$ cat config.mk
export PLATFORM = sky130hd
export DESIGN_NAME = load_setpoint_dac_driver
export DESIGN_NICKNAME = d
export VERILOG_FILES = /design/src/lsdd_pkg.sv /design/src/load_setpoint_dac_driver.sv
export SDC_FILE = /design/constraint.sdc
export NUM_CORES = 1
export LEC_CHECK = 0
export BUFFER_PORTS_ARGS = -buffer_cell sky130_fd_sc_hd__buf_4
export CORE_ASPECT_RATIO = 2
export CORE_UTILIZATION = 60
export CTS_CLUSTER_DIAMETER = 30
export DETAILED_ROUTE_END_ITERATION = 7
export GPL_TIMING_DRIVEN = 0
export PLACE_DENSITY = 0.77
export SYNTH_ARGS = -nofsm -noshare
export SYNTH_HDL_FRONTEND = slang
export SYNTH_SLANG_ARGS = --single-unit
$ cat constraint.sdc
create_clock -name clock -period 15.1 [get_ports clock]
set_input_delay 0.755 -clock clock [delete_from_list [all_inputs] [get_ports clock]]
set_output_delay 0.755 -clock clock [all_outputs]
set_load 0.02 [all_outputs]
$ cat src/lsdd_pkg.sv
// ----------------------------------------------------------------------------
// lsdd_pkg
// Shared types, widths, scaling constants and DAC frame builders for the
// electronic load setpoint DAC driver.
// ----------------------------------------------------------------------------
package lsdd_pkg;

   localparam int SP_W       = 24;
   localparam int CODE_W     = 16;
   localparam int FRAME_W    = 32;
   localparam int RELAY_W    = 2;
   localparam int BYTE_W     = 8;
   localparam int NIB_W      = 4;

   localparam int REQ_DATA_W = 24;
   localparam int REQ_USER_W = 2;
   localparam int RSP_DATA_W = 56;
   localparam int RSP_USER_W = 1;
   localparam int RSP_PAD_W  = RSP_DATA_W - FRAME_W - RELAY_W - CODE_W;

   localparam int unsigned RANGE_THRESHOLD_UA_DEF = 30000;

   // Scale by reciprocal: code = (sp * K) >> SHIFT, K rounded up.
   localparam int K_W      = 34;
   localparam int PROD_W   = SP_W + K_W;
   localparam int SHIFT_LO = 31;
   localparam int SHIFT_HI = 45;
   localparam int LO_Q_W   = PROD_W - SHIFT_LO;
   localparam int HI_Q_W   = PROD_W - SHIFT_HI;
   localparam logic [K_W-1:0] K_LO = 34'd1125899907;   // 2^44 / 15625
   localparam logic [K_W-1:0] K_HI = 34'd9223372037;   // 2^54 / 1953125

   localparam logic [RELAY_W-1:0] RELAY_INIT = 2'd0;
   localparam logic [RELAY_W-1:0] RELAY_HIGH = 2'd1;
   localparam logic [RELAY_W-1:0] RELAY_LOW  = 2'd2;

   localparam logic [BYTE_W-1:0] OP_WRITE     = 8'h00;
   localparam logic [BYTE_W-1:0] OP_POWER     = 8'h04;
   localparam logic [BYTE_W-1:0] PWR_UP       = 8'h00;
   localparam logic [BYTE_W-1:0] PWR_DOWN     = 8'h02;
   localparam logic [BYTE_W-1:0] PWR_SEL_CH1  = 8'h0C;
   localparam logic [BYTE_W-1:0] PWR_SEL_CH0  = 8'h03;
   localparam logic [NIB_W-1:0]  WR_SEL_CH1   = 4'h3;
   localparam logic [NIB_W-1:0]  WR_SEL_CH0   = 4'h0;

   typedef enum logic [0:0] {
      CMD_CURRENT = 1'b0,
      CMD_DIRECT  = 1'b1
   } cmd_type;

   typedef struct packed {
      logic                    frame_valid;
      logic                    two;
      logic [FRAME_W-1:0]      frame0;
      logic [FRAME_W-1:0]      frame1;
      logic [RELAY_W-1:0]      relay;
      logic [CODE_W-1:0]       code;
   } rsp_slot_type;

   function automatic logic [FRAME_W-1:0] write_frame(input logic ch,
                                                      input logic [CODE_W-1:0] code);
      logic [NIB_W-1:0] sel;
      sel = ch ? WR_SEL_CH1 : WR_SEL_CH0;
      return {OP_WRITE, sel, code[15:12], code[11:4], code[3:0], {NIB_W{1'b0}}};
   endfunction

   function automatic logic [FRAME_W-1:0] power_frame(input logic ch, input logic up);
      logic [BYTE_W-1:0] mode;
      logic [BYTE_W-1:0] sel;
      mode = up ? PWR_UP : PWR_DOWN;
      sel  = ch ? PWR_SEL_CH1 : PWR_SEL_CH0;
      return {OP_POWER, {BYTE_W{1'b0}}, mode, sel};
   endfunction

endpackage

$ cat src/load_setpoint_dac_driver.sv
// ----------------------------------------------------------------------------
// load_setpoint_dac_driver
// Turns current setpoints and direct code writes into DAC command frames and
// range relay state for an electronic load.
// ----------------------------------------------------------------------------
// Path: a request is registered in stage 1, then stage 2, then the result register.
// Throughput: one request per cycle while rsp_tready is high and it yields one result;
//   a request that yields two frames holds the result register until both are taken.
// Scaling uses one 24x34 reciprocal multiply between stage 1 and stage 2.
// Reset: synchronous, clears the pipeline, relay state, last code and power.
module load_setpoint_dac_driver #(
   parameter int unsigned RANGE_THRESHOLD_UA = lsdd_pkg::RANGE_THRESHOLD_UA_DEF
) (
   input  logic                              clock,
   input  logic                              reset,
   input  logic                              req_tvalid,
   output logic                              req_tready,
   input  logic [lsdd_pkg::REQ_DATA_W-1:0]   req_tdata,   // [23:0] setpoint
   input  logic [lsdd_pkg::REQ_USER_W-1:0]   req_tuser,   // [0] cmd, [1] channel
   output logic                              rsp_tvalid,
   input  logic                              rsp_tready,
   output logic [lsdd_pkg::RSP_DATA_W-1:0]   rsp_tdata,   // [31:0] frame, [33:32]
                                                          // relay_state,
                                                          // [49:34] dac_code, pad
   output logic [lsdd_pkg::RSP_USER_W-1:0]   rsp_tuser,   // [0] frame_valid
   output logic                              rsp_tlast
);

   localparam int SpW = lsdd_pkg::SP_W;
   localparam logic [SpW-1:0] Threshold = SpW'(RANGE_THRESHOLD_UA);

   // stage 1
   logic                       s1_vld_ff, s1_vld_in;
   lsdd_pkg::cmd_type          s1_cmd_ff;
   logic                       s1_ch_ff;
   logic                       s1_hi_ff;
   logic [SpW-1:0]             s1_sp_ff;
   // stage 2
   logic                       s2_vld_ff, s2_vld_in;
   lsdd_pkg::cmd_type          s2_cmd_ff;
   logic                       s2_ch_ff;
   logic                       s2_hi_ff;
   logic [SpW-1:0]             s2_sp_ff;
   logic [lsdd_pkg::CODE_W-1:0] s2_code_ff, s2_code_in;
   // result register
   logic                       out_vld_ff, out_vld_in;
   logic                       out_idx_ff, out_idx_in;
   lsdd_pkg::rsp_slot_type     out_slot_ff, out_slot_in;
   // load state
   logic [SpW-1:0]              last_current_ff, last_current_in;
   logic [lsdd_pkg::CODE_W-1:0] last_code_ff, last_code_in;
   logic [lsdd_pkg::RELAY_W-1:0] relay_ff, relay_in;
   logic [1:0]                  powered_ff, powered_in;

   logic                       rsp_acc, out_done, out_free;
   logic                       s2_move, s2_free, s1_move, s1_free, req_acc;
   logic [lsdd_pkg::K_W-1:0]    mult_k;
   logic [lsdd_pkg::PROD_W-1:0] prod;
   logic [lsdd_pkg::LO_Q_W-1:0] q_lo;
   logic [lsdd_pkg::HI_Q_W-1:0] q_hi;

   logic                        drive_ch, drive_en, code_changed, is_current;
   logic [lsdd_pkg::CODE_W-1:0] drive_code;
   logic [lsdd_pkg::FRAME_W-1:0] wr_frame;

   // flow control
   assign rsp_acc    = out_vld_ff & rsp_tready;
   assign out_done   = rsp_acc & (~out_slot_ff.two | out_idx_ff);
   assign out_free   = ~out_vld_ff | out_done;
   assign s2_move    = s2_vld_ff & out_free;
   assign s2_free    = ~s2_vld_ff | s2_move;
   assign s1_move    = s1_vld_ff & s2_free;
   assign s1_free    = ~s1_vld_ff | s1_move;
   assign req_tready = s1_free;
   assign req_acc    = req_tvalid & s1_free;

   assign s1_vld_in  = req_acc | (s1_vld_ff & ~s1_move);
   assign s2_vld_in  = s1_move | (s2_vld_ff & ~s2_move);
   assign out_vld_in = s2_move | (out_vld_ff & ~out_done);

   always_comb begin
      out_idx_in = out_idx_ff;
      if (s2_move) begin
         out_idx_in = 1'b0;
      end else if (rsp_acc) begin
         out_idx_in = 1'b1;
      end
   end

   // scale setpoint to DAC code
   assign mult_k = s1_hi_ff ? lsdd_pkg::K_HI : lsdd_pkg::K_LO;
   assign prod   = {{lsdd_pkg::K_W{1'b0}}, s1_sp_ff} * {{SpW{1'b0}}, mult_k};
   assign q_lo   = prod[lsdd_pkg::PROD_W-1:lsdd_pkg::SHIFT_LO];
   assign q_hi   = prod[lsdd_pkg::PROD_W-1:lsdd_pkg::SHIFT_HI];

   always_comb begin
      if (s1_hi_ff) begin
         s2_code_in = lsdd_pkg::CODE_W'(q_hi);
      end else if (|q_lo[lsdd_pkg::LO_Q_W-1:lsdd_pkg::CODE_W]) begin
         s2_code_in = '1;
      end else begin
         s2_code_in = q_lo[lsdd_pkg::CODE_W-1:0];
      end
   end

   // apply to load state and build frames
   assign is_current   = (s2_cmd_ff == lsdd_pkg::CMD_CURRENT);
   assign code_changed = (s2_code_ff != last_code_ff);
   assign drive_ch     = is_current ? 1'b1 : s2_ch_ff;
   assign drive_code   = is_current ? s2_code_ff : s2_sp_ff[lsdd_pkg::CODE_W-1:0];
   assign drive_en     = ~is_current | code_changed;
   assign wr_frame     = lsdd_pkg::write_frame(drive_ch, drive_code);

   always_comb begin
      relay_in        = relay_ff;
      last_current_in = last_current_ff;
      last_code_in    = last_code_ff;
      powered_in      = powered_ff;
      if (is_current) begin
         if (s2_hi_ff) begin
            if (last_current_ff < Threshold) begin
               relay_in = lsdd_pkg::RELAY_HIGH;
            end
         end else if (last_current_ff >= Threshold) begin
            relay_in = lsdd_pkg::RELAY_LOW;
         end
         if (code_changed) begin
            last_current_in = s2_sp_ff;
            last_code_in    = s2_code_ff;
         end
      end
      if (drive_en) begin
         powered_in[drive_ch] = (drive_code != '0);
      end
   end

   always_comb begin
      out_slot_in             = '0;
      out_slot_in.relay       = relay_in;
      out_slot_in.code        = last_code_in;
      out_slot_in.frame_valid = drive_en;
      if (drive_en) begin
         priority if (drive_code == '0) begin
            out_slot_in.frame0 = lsdd_pkg::power_frame(drive_ch, 1'b0);
         end else if (!powered_ff[drive_ch]) begin
            out_slot_in.frame0 = lsdd_pkg::power_frame(drive_ch, 1'b1);
            out_slot_in.frame1 = wr_frame;
            out_slot_in.two    = 1'b1;
         end else begin
            out_slot_in.frame0 = wr_frame;
         end
      end
   end

   always_ff @(posedge clock) begin
      if (reset) begin
         s1_vld_ff       <= 1'b0;
         s2_vld_ff       <= 1'b0;
         out_vld_ff      <= 1'b0;
         out_idx_ff      <= 1'b0;
         last_current_ff <= '0;
         last_code_ff    <= '0;
         relay_ff        <= lsdd_pkg::RELAY_INIT;
         powered_ff      <= '0;
      end else begin
         s1_vld_ff  <= s1_vld_in;
         s2_vld_ff  <= s2_vld_in;
         out_vld_ff <= out_vld_in;
         out_idx_ff <= out_idx_in;
         if (s2_move) begin
            last_current_ff <= last_current_in;
            last_code_ff    <= last_code_in;
            relay_ff        <= relay_in;
            powered_ff      <= powered_in;
         end
      end
   end

   always_ff @(posedge clock) begin
      if (req_acc) begin
         s1_cmd_ff <= lsdd_pkg::cmd_type'(req_tuser[0]);
         s1_ch_ff  <= req_tuser[1];
         s1_sp_ff  <= req_tdata;
         s1_hi_ff  <= (req_tdata >= Threshold);
      end
      if (s1_move) begin
         s2_cmd_ff  <= s1_cmd_ff;
         s2_ch_ff   <= s1_ch_ff;
         s2_sp_ff   <= s1_sp_ff;
         s2_hi_ff   <= s1_hi_ff;
         s2_code_ff <= s2_code_in;
      end
      if (s2_move) begin
         out_slot_ff <= out_slot_in;
      end
   end

   assign rsp_tvalid = out_vld_ff;
   assign rsp_tlast  = ~out_slot_ff.two | out_idx_ff;
   assign rsp_tuser  = out_slot_ff.frame_valid;
   assign rsp_tdata  = {{lsdd_pkg::RSP_PAD_W{1'b0}}, out_slot_ff.code, out_slot_ff.relay,
                        (out_idx_ff ? out_slot_ff.frame1 : out_slot_ff.frame0)};

endmodule

[Yosys cells after proc, flatten, opt, wreduce, memory -nomap -nowiden]
Cells that the tools add are included.
Word-level totals
  flip-flop bits (word level): 202
  bits of input ports: 30
  output and inout port bits: 60
  logic and storage cells: 92
Cells by class
  $mul: 1
  magnitude comparators: 5
  equal/unequal tests: 1
  mux-type cells: 22
  bitwise operators: 26
  reduce and logical (&&, ||, !) cells: 10
Operators with widths (count)
  $mux W16: 4
  $mul A24 B34 Y58: 1
  $mux W27: 2
  $ge A24 B15 Y1 const B: 2
  $mux W34: 1
  $mux W32: 1
  $lt A24 B15 Y1 const B: 1
  $logic_not A16 Y1: 1
  $ne A16 B16 Y1: 1
  $reduce_bool A16 Y1: 1
  $mux W13: 1
  $reduce_or A11 Y1: 1
  $mux W2: 5
  $not A1 Y1: 10
  $and A1 B1 Y1: 8
  $or A1 B1 Y1: 8
  $reduce_or A3 Y1: 2
  $mux W1: 5
  $mux W4: 1
  $reduce_or A2 Y1: 2
  $reduce_and A3 Y1: 1
  $bwmux W2: 1
  $lt A1 B2 Y1 const B: 1
  $reduce_and A2 Y1: 1
  3 further kinds: 3

[Longest topological paths before layout]
Gate-level depths: netlist (run 1).
  word-level depth: 10
  mapped depth: 32
  depth with buffers taken out: 28

[Worst setup path after synthesis (run 1)]
OpenSTA, ideal clock, no wires.
  path kind: flip-flop to flip-flop
  start: register s1_hi_ff
  end: register s2_code_ff[10] in the netlist's numbering (data pin)
  setup time: 0.271 ns
  arrival time: 7.036 ns
  required time: 14.829 ns
  path slack: 7.793 ns
  cell stages (with the launch flop): 28
  buffers on the path: 4
  period minus slack after synthesis: 7.307 ns
  cells stage by stage: edfxtp_1 -> clkbuf_1 -> clkbuf_1 -> nand2_1 -> inv_1 -> fa_1 -> fa_1 -> inv_1 -> fa_1 -> fa_1 -> fa_1 -> inv_1 -> fa_1 -> inv_1 -> fa_1 -> inv_1 -> ha_1 -> a21oi_1 -> o21ai_0 -> a22oi_2 -> nand3_1 -> and4_1 -> or3_1 -> a222oi_1 -> and4_1 -> buf_6 -> buf_12 -> a32oi_1
On the way
  longest elaborated chain between the ends: 5
Ends and longest elaborated chain
  from (decl): RTL line load_setpoint_dac_driver.sv:36  | logic s1_hi_ff;
  from (signal assigned): RTL line load_setpoint_dac_driver.sv:184  | s1_hi_ff <= (req_tdata >= Threshold);
  $mux W34: RTL line load_setpoint_dac_driver.sv:91  | assign mult_k = s1_hi_ff ? lsdd_pkg::K_HI : lsdd_pkg::K_LO;
  $mul A24 B34 Y58: RTL line load_setpoint_dac_driver.sv:92  | assign prod = {{lsdd_pkg::K_W{1'b0}}, s1_sp_ff} * {{SpW{1'b0}}, mult_k};
  $reduce_or A11 Y1: RTL line load_setpoint_dac_driver.sv:99  | end else if (|q_lo[lsdd_pkg::LO_Q_W-1:lsdd_pkg::CODE_W]) begin
  $mux W16: RTL line load_setpoint_dac_driver.sv:99
  $mux W13 *: RTL line load_setpoint_dac_driver.sv:97  | if (s1_hi_ff) begin
  net s2_code_in (one bit): RTL line load_setpoint_dac_driver.sv:44  | logic [lsdd_pkg::CODE_W-1:0] s2_code_ff, s2_code_in;
  to (signal assigned): RTL line load_setpoint_dac_driver.sv:191  | s2_code_ff <= s2_code_in;
  to (decl): RTL line load_setpoint_dac_driver.sv:44
The timed path passes the listed nets; every way through them passes the cells marked *.
A chain may end at the register's enable or synchronous reset.

[Worst setup path after layout (run 1)]
  start: register s1_hi_ff
  end: register s2_code_ff[13] in the netlist's numbering (data pin)
On the way
  longest elaborated chain between the ends: 4
Ends and longest elaborated chain (RTL line)
  $mux W34: load_setpoint_dac_driver.sv:91
  $mul A24 B34 Y58: load_setpoint_dac_driver.sv:92
  $reduce_or A11 Y1: load_setpoint_dac_driver.sv:99
  $mux W16: load_setpoint_dac_driver.sv:99
Parallel ways exist; a longest one is shown, timed or not.

==> flow_metrics.env, run 1 <==
export IMPL_row_count=103
export IMPL_grt_usage=0.449
export IMPL_route_detailed_drc=0
export IMPL_dr_pass1_iters=5
export IMPL_grt_pass1_wl_microns=129000
export IMPL_fp_dieH_microns=286
export IMPL_hold_violations=0
export IMPL_cts_root_buf="clkbuf_16"
export IMPL_io_buffers=73
export IMPL_synth_top_family_by_area="adder cells"
export IMPL_hold_class="input port to register"
export IMPL_maxCapViolCount=0
export IMPL_synth_distinct_cells=75
export IMPL_hpwlAfterDp_microns=71400
export IMPL_synth_seq_area_share=0.193
export IMPL_area_growth_pct=9.03
export IMPL_wl_per_cell_microns=27.1
export IMPL_syn_inst=2397
export IMPL_ys_seq_elements=171
export IMPL_place_gp_congestion=1.10
export IMPL_wirelength_microns=83900
export IMPL_io_pins=90
export IMPL_critPathSlowestCell="clkbuf_1"
export IMPL_synth_area_mux_share=0.0244
export IMPL_rsz0062_at_grt="no"
export IMPL_die_area_sq_um=41300
export IMPL_critPathMaxFanout=10
export IMPL_viasPerCell=5.90
export IMPL_tns_ns=0
export IMPL_drtIter0Drc=1178
export IMPL_rr_worst_depth=27
export IMPL_slew_violations=0
export IMPL_ctsHtreeMaxLevel=4
export IMPL_regToRegEndpoint="s2_code_ff[13]$_SDFFCE_PP0P_"
export IMPL_core_area_sq_um=39700
export IMPL_synthXorXnorAreaFrac=0.0137
export IMPL_cts_path_max_buffers=3
export IMPL_fin_crit_ns=10.45
export IMPL_hold_start="req_tuser[0]"
export IMPL_grt_pass1_vias=20700
export IMPL_outcome="finished clean"
export IMPL_fmax_mhz=95.7
export IMPL_tightest_slew_ns=1.36
export IMPL_met1_usage=0.380
export IMPL_timing_rr_start="s1_hi_ff$_DFFE_PP_"
export IMPL_post_cts_resized=0
export IMPL_min_to="s1_cmd_ff$_DFFE_PP_"
export IMPL_dr_total_vias=18300
export IMPL_rrSetupSlack_ns=4.65
export IMPL_synth_avg_cell_area_sq_um=10.1
export IMPL_nets=3296
export IMPL_antenna_found_initial=5
export IMPL_cts_inserted_buffers=25
export IMPL_ant_nets=0
export IMPL_post_cts_buffers=0
export IMPL_die_w_microns=144
export IMPL_cp_top_family="adder cells"
export IMPL_yosys_area_share_simple=0.0877
export IMPL_ctsHoldBuffers=0
export IMPL_cts_sinks=171
export IMPL_yosys_warnings=0
export IMPL_setup_viol=0
export IMPL_ys_async_sr_fraction=0
export IMPL_clkSlewWorstSetupHoldPaths_ns=0.08
export IMPL_start_kind="register"
export IMPL_path_class="register to register"
export IMPL_grt_busiest_layer="met2"
export IMPL_cpMostUsedCell="fa_1"
export IMPL_slowest_delay_ns=0.89
export IMPL_arrival_ns=10.62
export IMPL_crit_path_end_kind="register"
export IMPL_synth_compound_area_share=0.0696
export IMPL_grt_ovfl_total=0
export IMPL_synth_adder_area_share=0.495
export IMPL_grt_max_degree=44
export IMPL_syn_area_sq_um=24300
export IMPL_use_met3=0.123
export IMPL_start_util=0.611
export IMPL_synth_flop_cell="edfxtp_1"
export IMPL_drive_gt1_frac=0.0837
export IMPL_holdPathStages=1
export IMPL_fin_worst_skew_ns=0.0305
export IMPL_worstSkewPairLatency_ns=0.50
export IMPL_cts_tree="done"
export IMPL_min_period_over_period=0.692
export IMPL_met2_usage=0.773
export IMPL_path_buf_inv=9
export IMPL_maxSlewHeadroom=0.0911
export IMPL_required_ns=15.28
export IMPL_synth_edf_count=127
==> cells in the final DEF, fill, tap and decap left out, drive strengths merged, types with 18 or more instances in the layout <==
| cell | instances |
|---|---|
| o21ai | 47 |
| fa | 427 |
| mux2 | 33 |
| a21oi | 117 |
| clkbuf | 72 |
| dfxtp | 44 |
| nand4 | 20 |
| nor3 | 30 |
| conb | 65 |
| nand3 | 18 |
| buf | 134 |
| nor2 | 108 |
| ha | 276 |
| nand2 | 197 |
| nor4 | 21 |
| edfxtp | 127 |
| inv | 593 |
| xor2 | 25 |
| mux2i | 22 |
==> registers in the layout, indices dropped and copies added, names as in the netlist, 2 cells and up <==
signal,flops
s2_sp_ff,24
powered_ff,2
last_current_ff,20
out_slot_ff,38
last_code_ff,16
s2_code_ff,16
relay_ff,2
rsp_tdata,18
s1_sp_ff,24
==> worst max path at each step <==
stage / start / to / slack (ns) / cells past startpoint
after floorplan: s1_hi_ff$_DFFE_PP_ / s2_code_ff[10]$_DFFE_PP_ / 7.79 / 27
after global placement: s1_hi_ff$_DFFE_PP_ / s2_code_ff[13]$_SDFFCE_PP0P_ / 5.10 / 27
after detailed placement: s1_hi_ff$_DFFE_PP_ / s2_code_ff[13]$_SDFFCE_PP0P_ / 5.02 / 25
after CTS: s1_hi_ff$_DFFE_PP_ / s2_code_ff[13]$_SDFFCE_PP0P_ / 4.95 / 27
after global routing: s1_hi_ff$_DFFE_PP_ / s2_code_ff[13]$_SDFFCE_PP0P_ / 4.57 / 27
final: s1_hi_ff$_DFFE_PP_ / s2_code_ff[13]$_SDFFCE_PP0P_ / 4.65 / 27
==> layer usage <==
| metal | vias to the layer above | wire length [microns] |
|---|---|---|
| met4 | 0 | 12500 |
| met1 | 9013 | 22100 |
| li1 | 7821 | - |
| met2 | 955 | 43500 |
| met5 | - | 0 |
| met3 | 479 | 5790 |
==> layout make-up <==
type	instances	area, sq um
buffer	104	594
tap	525	657
clock inverter	7	41.3
multi-input combinational	1591	17000
inverter	594	2230
fill	3219	13200
antenna	4	10.0
sequential	171	4690
clock buffer	26	629
timing repair buffer	76	599
==> cells in the mapped netlist (3+ instances only) <==
master	n	area share
inv_1	593	0.092
fa_1	427	0.35
ha_1	276	0.14
nand2_1	197	0.030
edfxtp_1	127	0.16
a21oi_1	117	0.024
nor2_1	108	0.017
clkbuf_1	46	0.0071
dfxtp_1	44	0.036
o21ai_0	43	0.0089
buf_4	39	0.012
mux2_2	33	0.015
nor3_1	30	0.0062
xor2_1	25	0.0090
mux2i_1	22	0.0091
nand4_1	19	0.0049
nor4_1	19	0.0049
nand3_1	18	0.0037
a31oi_1	15	0.0039
nor2b_1	15	0.0039
xnor2_1	13	0.0047
a21o_1	12	0.0037
and2_1	12	0.0031
o21a_1	9	0.0028
buf_2	8	0.0016
a21boi_0	7	0.0022
a32oi_1	7	0.0025
and4_1	7	0.0025
nand2b_1	7	0.0018
a211oi_1	6	0.0019
and3_1	6	0.0015
buf_1	6	0.00093
a211o_1	5	0.0018
o211ai_1	5	0.0015
o21bai_1	5	0.0015
or2_2	5	0.0013
buf_6	4	0.0019
o2111ai_1	4	0.0014
o21ai_1	4	0.00082
a221o_1	3	0.0012
a41oi_1	3	0.0011
or3_1	3	0.00077
==> logic make-up (layout without fill, tap and decap cells) <==
| group | after synthesis | after routing |
|---|---|---|
| adder cells (fa/ha/maj) | 703 | 703 |
| buffers and inverters | 698 | 807 |
| AND/OR/NAND/NOR | 459 | 459 |
| AO/OA/AOI/OAI | 271 | 271 |
| flip-flops | 171 | 171 |
| multiplexers | 55 | 55 |
| XOR/XNOR | 38 | 38 |
| other | 2 | 69 |
==> metrics by stage <==
stage | instances | setup WS [ns] | util | area, sq um | hold WS (ns)
after floorplan | 2460 | 7.79 | - | 24500 | 0.400
after global placement | 3058 | 5.10 | 0.648 | 25700 | 0.401
after detailed placement | 3061 | 5.02 | 0.649 | 25800 | 0.407
after CTS | 3094 | 4.95 | 0.666 | 26400 | 0.420
after global routing | 3095 | 4.57 | 0.666 | 26500 | 0.421
final | 3098 | 4.65 | 0.667 | 26500 | 0.425
==> worst register-to-register path: cells and delay by family, from the launching register on <==
family / cells / cell delay (ns)
adders and majority gates: 8 / 4.11
and+or+nand+nor: 6 / 2.22
buffers and inverters: 9 / 2.17
AOI/OAI and AO/OA: 4 / 0.91
DFF: 1 / 0.73
Power of run 1 is left out: the tool's default activity adds up to more than one toggle a clock period on the data nets, which glitch-free logic cannot reach.
==> inputs of run 2 (changes only) <==
--- a/config.mk
+++ b/config.mk
@@ -7,11 +7,11 @@
 export LEC_CHECK = 0
 export BUFFER_PORTS_ARGS = -buffer_cell sky130_fd_sc_hd__buf_4
 export CORE_ASPECT_RATIO = 2
-export CORE_UTILIZATION = 60
+export CORE_UTILIZATION = 59
 export CTS_CLUSTER_DIAMETER = 30
 export DETAILED_ROUTE_END_ITERATION = 7
 export GPL_TIMING_DRIVEN = 0
-export PLACE_DENSITY = 0.77
+export PLACE_DENSITY = 0.79
 export SYNTH_ARGS = -nofsm -noshare
 export SYNTH_HDL_FRONTEND = slang
 export SYNTH_SLANG_ARGS = --single-unit
==> constraint.sdc (replaced) <==
create_clock -name clock -period 9.3 [get_ports clock]
set_input_delay 0.465 -clock clock [delete_from_list [all_inputs] [get_ports clock]]
set_output_delay 0.465 -clock clock [all_outputs]
set_load 0.02 [all_outputs]
==> run 2 against run 1 <==
  * Maximum frequency is 14% higher
  * Cell area rose by 0.15%
  * Global-route usage fell by 1.8 points
  * Non-clock buffer count is 7 higher
  * Clock skew shrank 0.018 ns
  * Die area up 1.7%
  * Critical path depth is 1 higher
  * Critical endpoint is now s2_code_ff[10]$_DFFE_PP_
==> flow_metrics.env, run 2 (synthesis results as in run 1) <==
export IMPL_cts_path_max_buffers=2
export IMPL_maxSlewHeadroom=0.0793
export IMPL_critPathMaxFanout=10
export IMPL_start_kind="register"
export IMPL_die_w_microns=145
export IMPL_dr_pass1_iters=5
export IMPL_area_growth_pct=9.19
export IMPL_grt_usage=0.430
export IMPL_wl_per_cell_microns=27.4
export IMPL_critPathSlowestCell="fa_1"
export IMPL_row_count=104
export IMPL_crit_path_end_kind="register"
export IMPL_worstSkewPairLatency_ns=0.45
export IMPL_hold_class="input port to register"
export IMPL_hpwlAfterDp_microns=73500
export IMPL_fin_crit_ns=9.13
export IMPL_layout_commonest_cell="inv_1"
export IMPL_start_util=0.602
export IMPL_ctsHtreeMaxLevel=4
export IMPL_outcome="finished clean"
export IMPL_cpMostUsedCell="fa_1"
export IMPL_fin_worst_skew_ns=0.0127
export IMPL_die_area_sq_um=42000
export IMPL_required_ns=9.47
export IMPL_fmax_mhz=110
export IMPL_ctsHoldBuffers=0
export IMPL_wirelength_microns=85300
export IMPL_rsz0062_at_grt="no"
export IMPL_regMostFlops="out_slot_ff"
export IMPL_cts_inserted_buffers=17
export IMPL_arrival_ns=9.30
export IMPL_grt_max_degree=43
export IMPL_cts_tree="done"
export IMPL_io_pins=90
export IMPL_viasPerCell=5.81
export IMPL_slowest_delay_ns=0.62
export IMPL_final_cell_mix="590 x inv_1, 424 x fa_1, 276 x ha_1"
export IMPL_drtIter0Drc=997
export IMPL_io_buffers=73
export IMPL_path_class="register to register"
export IMPL_largest_reg_flops=38
export IMPL_min_period_over_period=0.981
export IMPL_tns_ns=0
export IMPL_finish_utilization=0.657
export IMPL_slew_violations=0
export IMPL_path_buf_inv=10
export IMPL_maxCapViolCount=0
export IMPL_hold_violations=0
export IMPL_grt_ovfl_total=0
export IMPL_cts_root_buf="clkbuf_16"
export IMPL_hold_slack_ns=0.186
export IMPL_fp_dieH_microns=289
export IMPL_place_gp_congestion=1.04
export IMPL_cts_sinks=171
export IMPL_reg_top3="out_slot_ff (38), s1_sp_ff (24), s2_sp_ff (24)"
export IMPL_grt_pass1_wl_microns=125000
export IMPL_drive_gt1_frac=0.0940
export IMPL_cp_top_family="adder cells"
export IMPL_grt_pass1_vias=20400
export IMPL_antenna_found_initial=1
export IMPL_core_area_sq_um=40300
export IMPL_dr_total_vias=18100
export IMPL_setup_viol=0
export IMPL_route_detailed_drc=0
export IMPL_tightest_slew_ns=1.38
export IMPL_ant_nets=0
export IMPL_nets=3295
export IMPL_clkSlewWorstSetupHoldPaths_ns=0.07
[run 2: cell types whose count changed in the layout (fill, tap and decap cells not counted), moves of 3 or more]
cell and change:
inv_1 -3, fa_2 +3, clkinvlp_4 +4, clkbuf_16 -8, clkinv_8 +3, clkbuf_2 +4
clkbuf_1 -8, fa_1 -3, inv_8 +5, buf_4 +7
[run 2: worst paths after layout]
path | startpoint | to | slack [ns] | cells past startpoint
min | req_tdata[3] | s1_sp_ff[3]$_DFFE_PP_ | 0.19 | 1
min reg2reg | s1_ch_ff$_DFFE_PP_ | s2_ch_ff$_DFFE_PP_ | 0.42 | 0
max reg2reg | s1_hi_ff$_DFFE_PP_ | s2_code_ff[10]$_DFFE_PP_ | 0.17 | 28
max | s1_hi_ff$_DFFE_PP_ | s2_code_ff[10]$_DFFE_PP_ | 0.17 | 28
[run 2: through the flow]
| step | instance area (sq um) | worst slack [ns] | cells |
|---|---|---|---|
| after floorplan | 24500 | 1.99 | 2460 |
| after CTS | 26400 | 0.0794 | 3100 |
| after detailed placement | 25800 | -0.809 | 3066 |
| after global placement | 25700 | -0.686 | 3063 |
| after global routing | 26500 | 0.0170 | 3108 |
| final | 26500 | 0.174 | 3108 |
[run 2: per-layer routing]
metal	global-route usage	wire, microns
met2	0.789	44500
met4	0.563	13500
met3	0.0740	4560
met5	0	0
met1	0.339	22700
[run 2: what timing repair did]
item                                    CTS  global route
endpoints found under the setup margin   16            16
pin swaps                                 0             1
buffers inserted                          2             5
gates resized for setup                  11            13
[run 2: cell type report]
class	instances	area (sq um)
buffer	104	608
inverter	594	2240
multi-input combinational	1591	17000
timing repair buffer	83	668
antenna	3	7.51
tap	530	663
clock buffer	17	425
fill	3266	13800
sequential	171	4690
clock inverter	15	158
Power of run 2 is left out for the same reason.
==> inputs of run 3 (changes only) <==
--- a/config.mk
+++ b/config.mk
@@ -7,11 +7,12 @@
 export LEC_CHECK = 0
 export BUFFER_PORTS_ARGS = -buffer_cell sky130_fd_sc_hd__buf_4
 export CORE_ASPECT_RATIO = 2
-export CORE_UTILIZATION = 59
+export CORE_UTILIZATION = 60
+export CTS_BUF_LIST = sky130_fd_sc_hd__clkbuf_2
 export CTS_CLUSTER_DIAMETER = 30
 export DETAILED_ROUTE_END_ITERATION = 7
 export GPL_TIMING_DRIVEN = 0
-export PLACE_DENSITY = 0.79
+export PLACE_DENSITY = 0.8
 export SYNTH_ARGS = -nofsm -noshare
 export SYNTH_HDL_FRONTEND = slang
 export SYNTH_SLANG_ARGS = --single-unit
==> run 3 against run 2 <==
  * The run now ends with design-rule violations left
  * Setup slack got worse by 0.12 ns
  * Cell area is 0.14% lower
  * Count of clock-buffer cells in the layout rose by 3
  * Utilization up 0.97 points
==> flow_metrics.env, run 3 (synthesis results as in run 1) <==
export IMPL_outcome="complete, but fails checks"
export IMPL_failed_checks="design-rule violations"
export IMPL_met2_usage=0.785
export IMPL_crit_chain="and2_1, fa_1, inv_1, fa_1, fa_1, fa_1, inv_1, fa_1, fa_1, inv_1, fa_1, inv_1, ha_1, nand2_1, nor3_1, nand3_1, a211oi_2, o211ai_2, or3b_2, a21oi_1, and4_1, buf_6, buf_12, a32oi_1"
export IMPL_grt_pass1_vias=20400
export IMPL_area_growth_pct=9.04
export IMPL_route_detailed_drc=2
export IMPL_maxCapViolCount=0
export IMPL_ant_nets=0
export IMPL_finish_utilization=0.667
export IMPL_required_ns=9.84
export IMPL_die_w_microns=144
export IMPL_regMostFlops="out_slot_ff"
export IMPL_path_class="register to register"
export IMPL_dr_total_vias=18300
export IMPL_nFillCells=3243
export IMPL_cts_path_max_buffers=2
export IMPL_hold_class="input port to register"
export IMPL_hold_violations=0
export IMPL_io_pins=90
export IMPL_fin_area_sq_um=26500
export IMPL_tightest_slew_ns=1.23
export IMPL_clkSlewWorstSetupHoldPaths_ns=0.25
export IMPL_ctsHtreeMaxLevel=4
export IMPL_worstSkewPairLatency_ns=0.81
export IMPL_viasPerCell=5.85
export IMPL_dr_pass1_iters=8
export IMPL_placed_area_sq_um=25800
export IMPL_reg_top3="out_slot_ff (38), s1_sp_ff (24), s2_sp_ff (24)"
export IMPL_grt_usage=0.444
export IMPL_met1_usage=0.381
export IMPL_arrival_ns=9.79
export IMPL_setup_viol=0
export IMPL_fin_worst_skew_ns=0.0586
export IMPL_tns_ns=0
export IMPL_core_area_sq_um=39700
export IMPL_drtIter0Drc=1209
export IMPL_use_met3=0.104
export IMPL_grt_busiest_layer="met2"
export IMPL_nets=3326
export IMPL_fp_dieH_microns=286
export IMPL_final_cell_mix="590 x inv_1, 424 x fa_1, 276 x ha_1"
export IMPL_place_gp_congestion=1.08
export IMPL_antenna_found_initial=4
export IMPL_layout_commonest_cell="inv_1"
export IMPL_drive_gt1_frac=0.0932
export IMPL_min_period_over_period=0.995
export IMPL_io_buffers=73
export IMPL_cts_root_buf="clkbuf_2"
export IMPL_crit_path_end_kind="register"
export IMPL_cts_sinks=171
export IMPL_wl_per_cell_microns=26.8
export IMPL_hpwlAfterDp_microns=71200
export IMPL_start_kind="register"
export IMPL_fmax_mhz=108
export IMPL_critPathMaxFanout=10
export IMPL_largest_reg_flops=38
export IMPL_cts_tree="done"
export IMPL_critPathSlowestCell="edfxtp_1"
export IMPL_cpMostUsedCell="fa_1"
export IMPL_hold_slack_ns=0.0468
export IMPL_fin_crit_ns=9.25
export IMPL_grt_ovfl_total=0
export IMPL_wirelength_microns=84200
export IMPL_row_count=103
export IMPL_grt_max_degree=43
export IMPL_die_area_sq_um=41300
export IMPL_slew_violations=0
export IMPL_slowest_delay_ns=1.07
export IMPL_start_util=0.611
export IMPL_grt_pass1_wl_microns=127000
export IMPL_cts_inserted_buffers=17
export IMPL_maxSlewHeadroom=0.175
-- run 3: path summary, 6_finish.rpt --
kind,from,end,slack (ns),depth (start not counted)
worst min register to register,s1_ch_ff$_DFFE_PP_,s2_ch_ff$_DFFE_PP_,0.46,0
worst max-delay path,s1_sp_ff[2]$_DFFE_PP_,s2_code_ff[10]$_DFFE_PP_,0.05,24
worst min-delay path,reset,rsp_tvalid$_SDFF_PP0_,0.05,2
worst max register to register,s1_sp_ff[2]$_DFFE_PP_,s2_code_ff[10]$_DFFE_PP_,0.05,24
-- run 3: layout make-up --
cell class,instances,area [sq um],area share
multi-input combinational,1591,17000,0.644
sequential,171,4690,0.177
inverter,594,2240,0.0847
timing repair buffer,115,1010,0.0381
tap,525,657,0.0248
buffer,103,601,0.0227
clock inverter,12,114,0.00430
clock buffer,20,100,0.00378
antenna,5,12.5,0.000473
-- run 3: metrics by stage --
stage,setup WS (ns),cells
2_1_floorplan,1.99,2460
3_3_place_gp,-0.459,3058
3_5_place_dp,-0.496,3060
4_1_cts,0.0281,3122
5_1_grt,-0.162,3133
6_report,0.0495,3136
-- run 3: routing by layer --
layer,up-vias,part of all wire
met2,922,0.52
met3,477,0.063
met4,0,0.15
met5,-,0
li1,7903,-
met1,9039,0.27
-- run 3: what timing repair did --
item,in CTS,in global routing
buffers inserted,2,10
gates resized for setup,6,17
hold endpoints to repair,29,0
setup endpoints to repair,16,16
hold buffers,28,0
-- run 3: worst max-delay path, delay by kind of cell, from the launching register on --
family / cells / cell delay [ns]
adders and majority gates: 8 / 4.29
and+or+nand+nor: 6 / 2.13
DFF: 1 / 1.07
AOI/OAI and AO/OA: 4 / 0.90
buffers and inverters: 6 / 0.55
Power of run 3 is left out for the same reason.
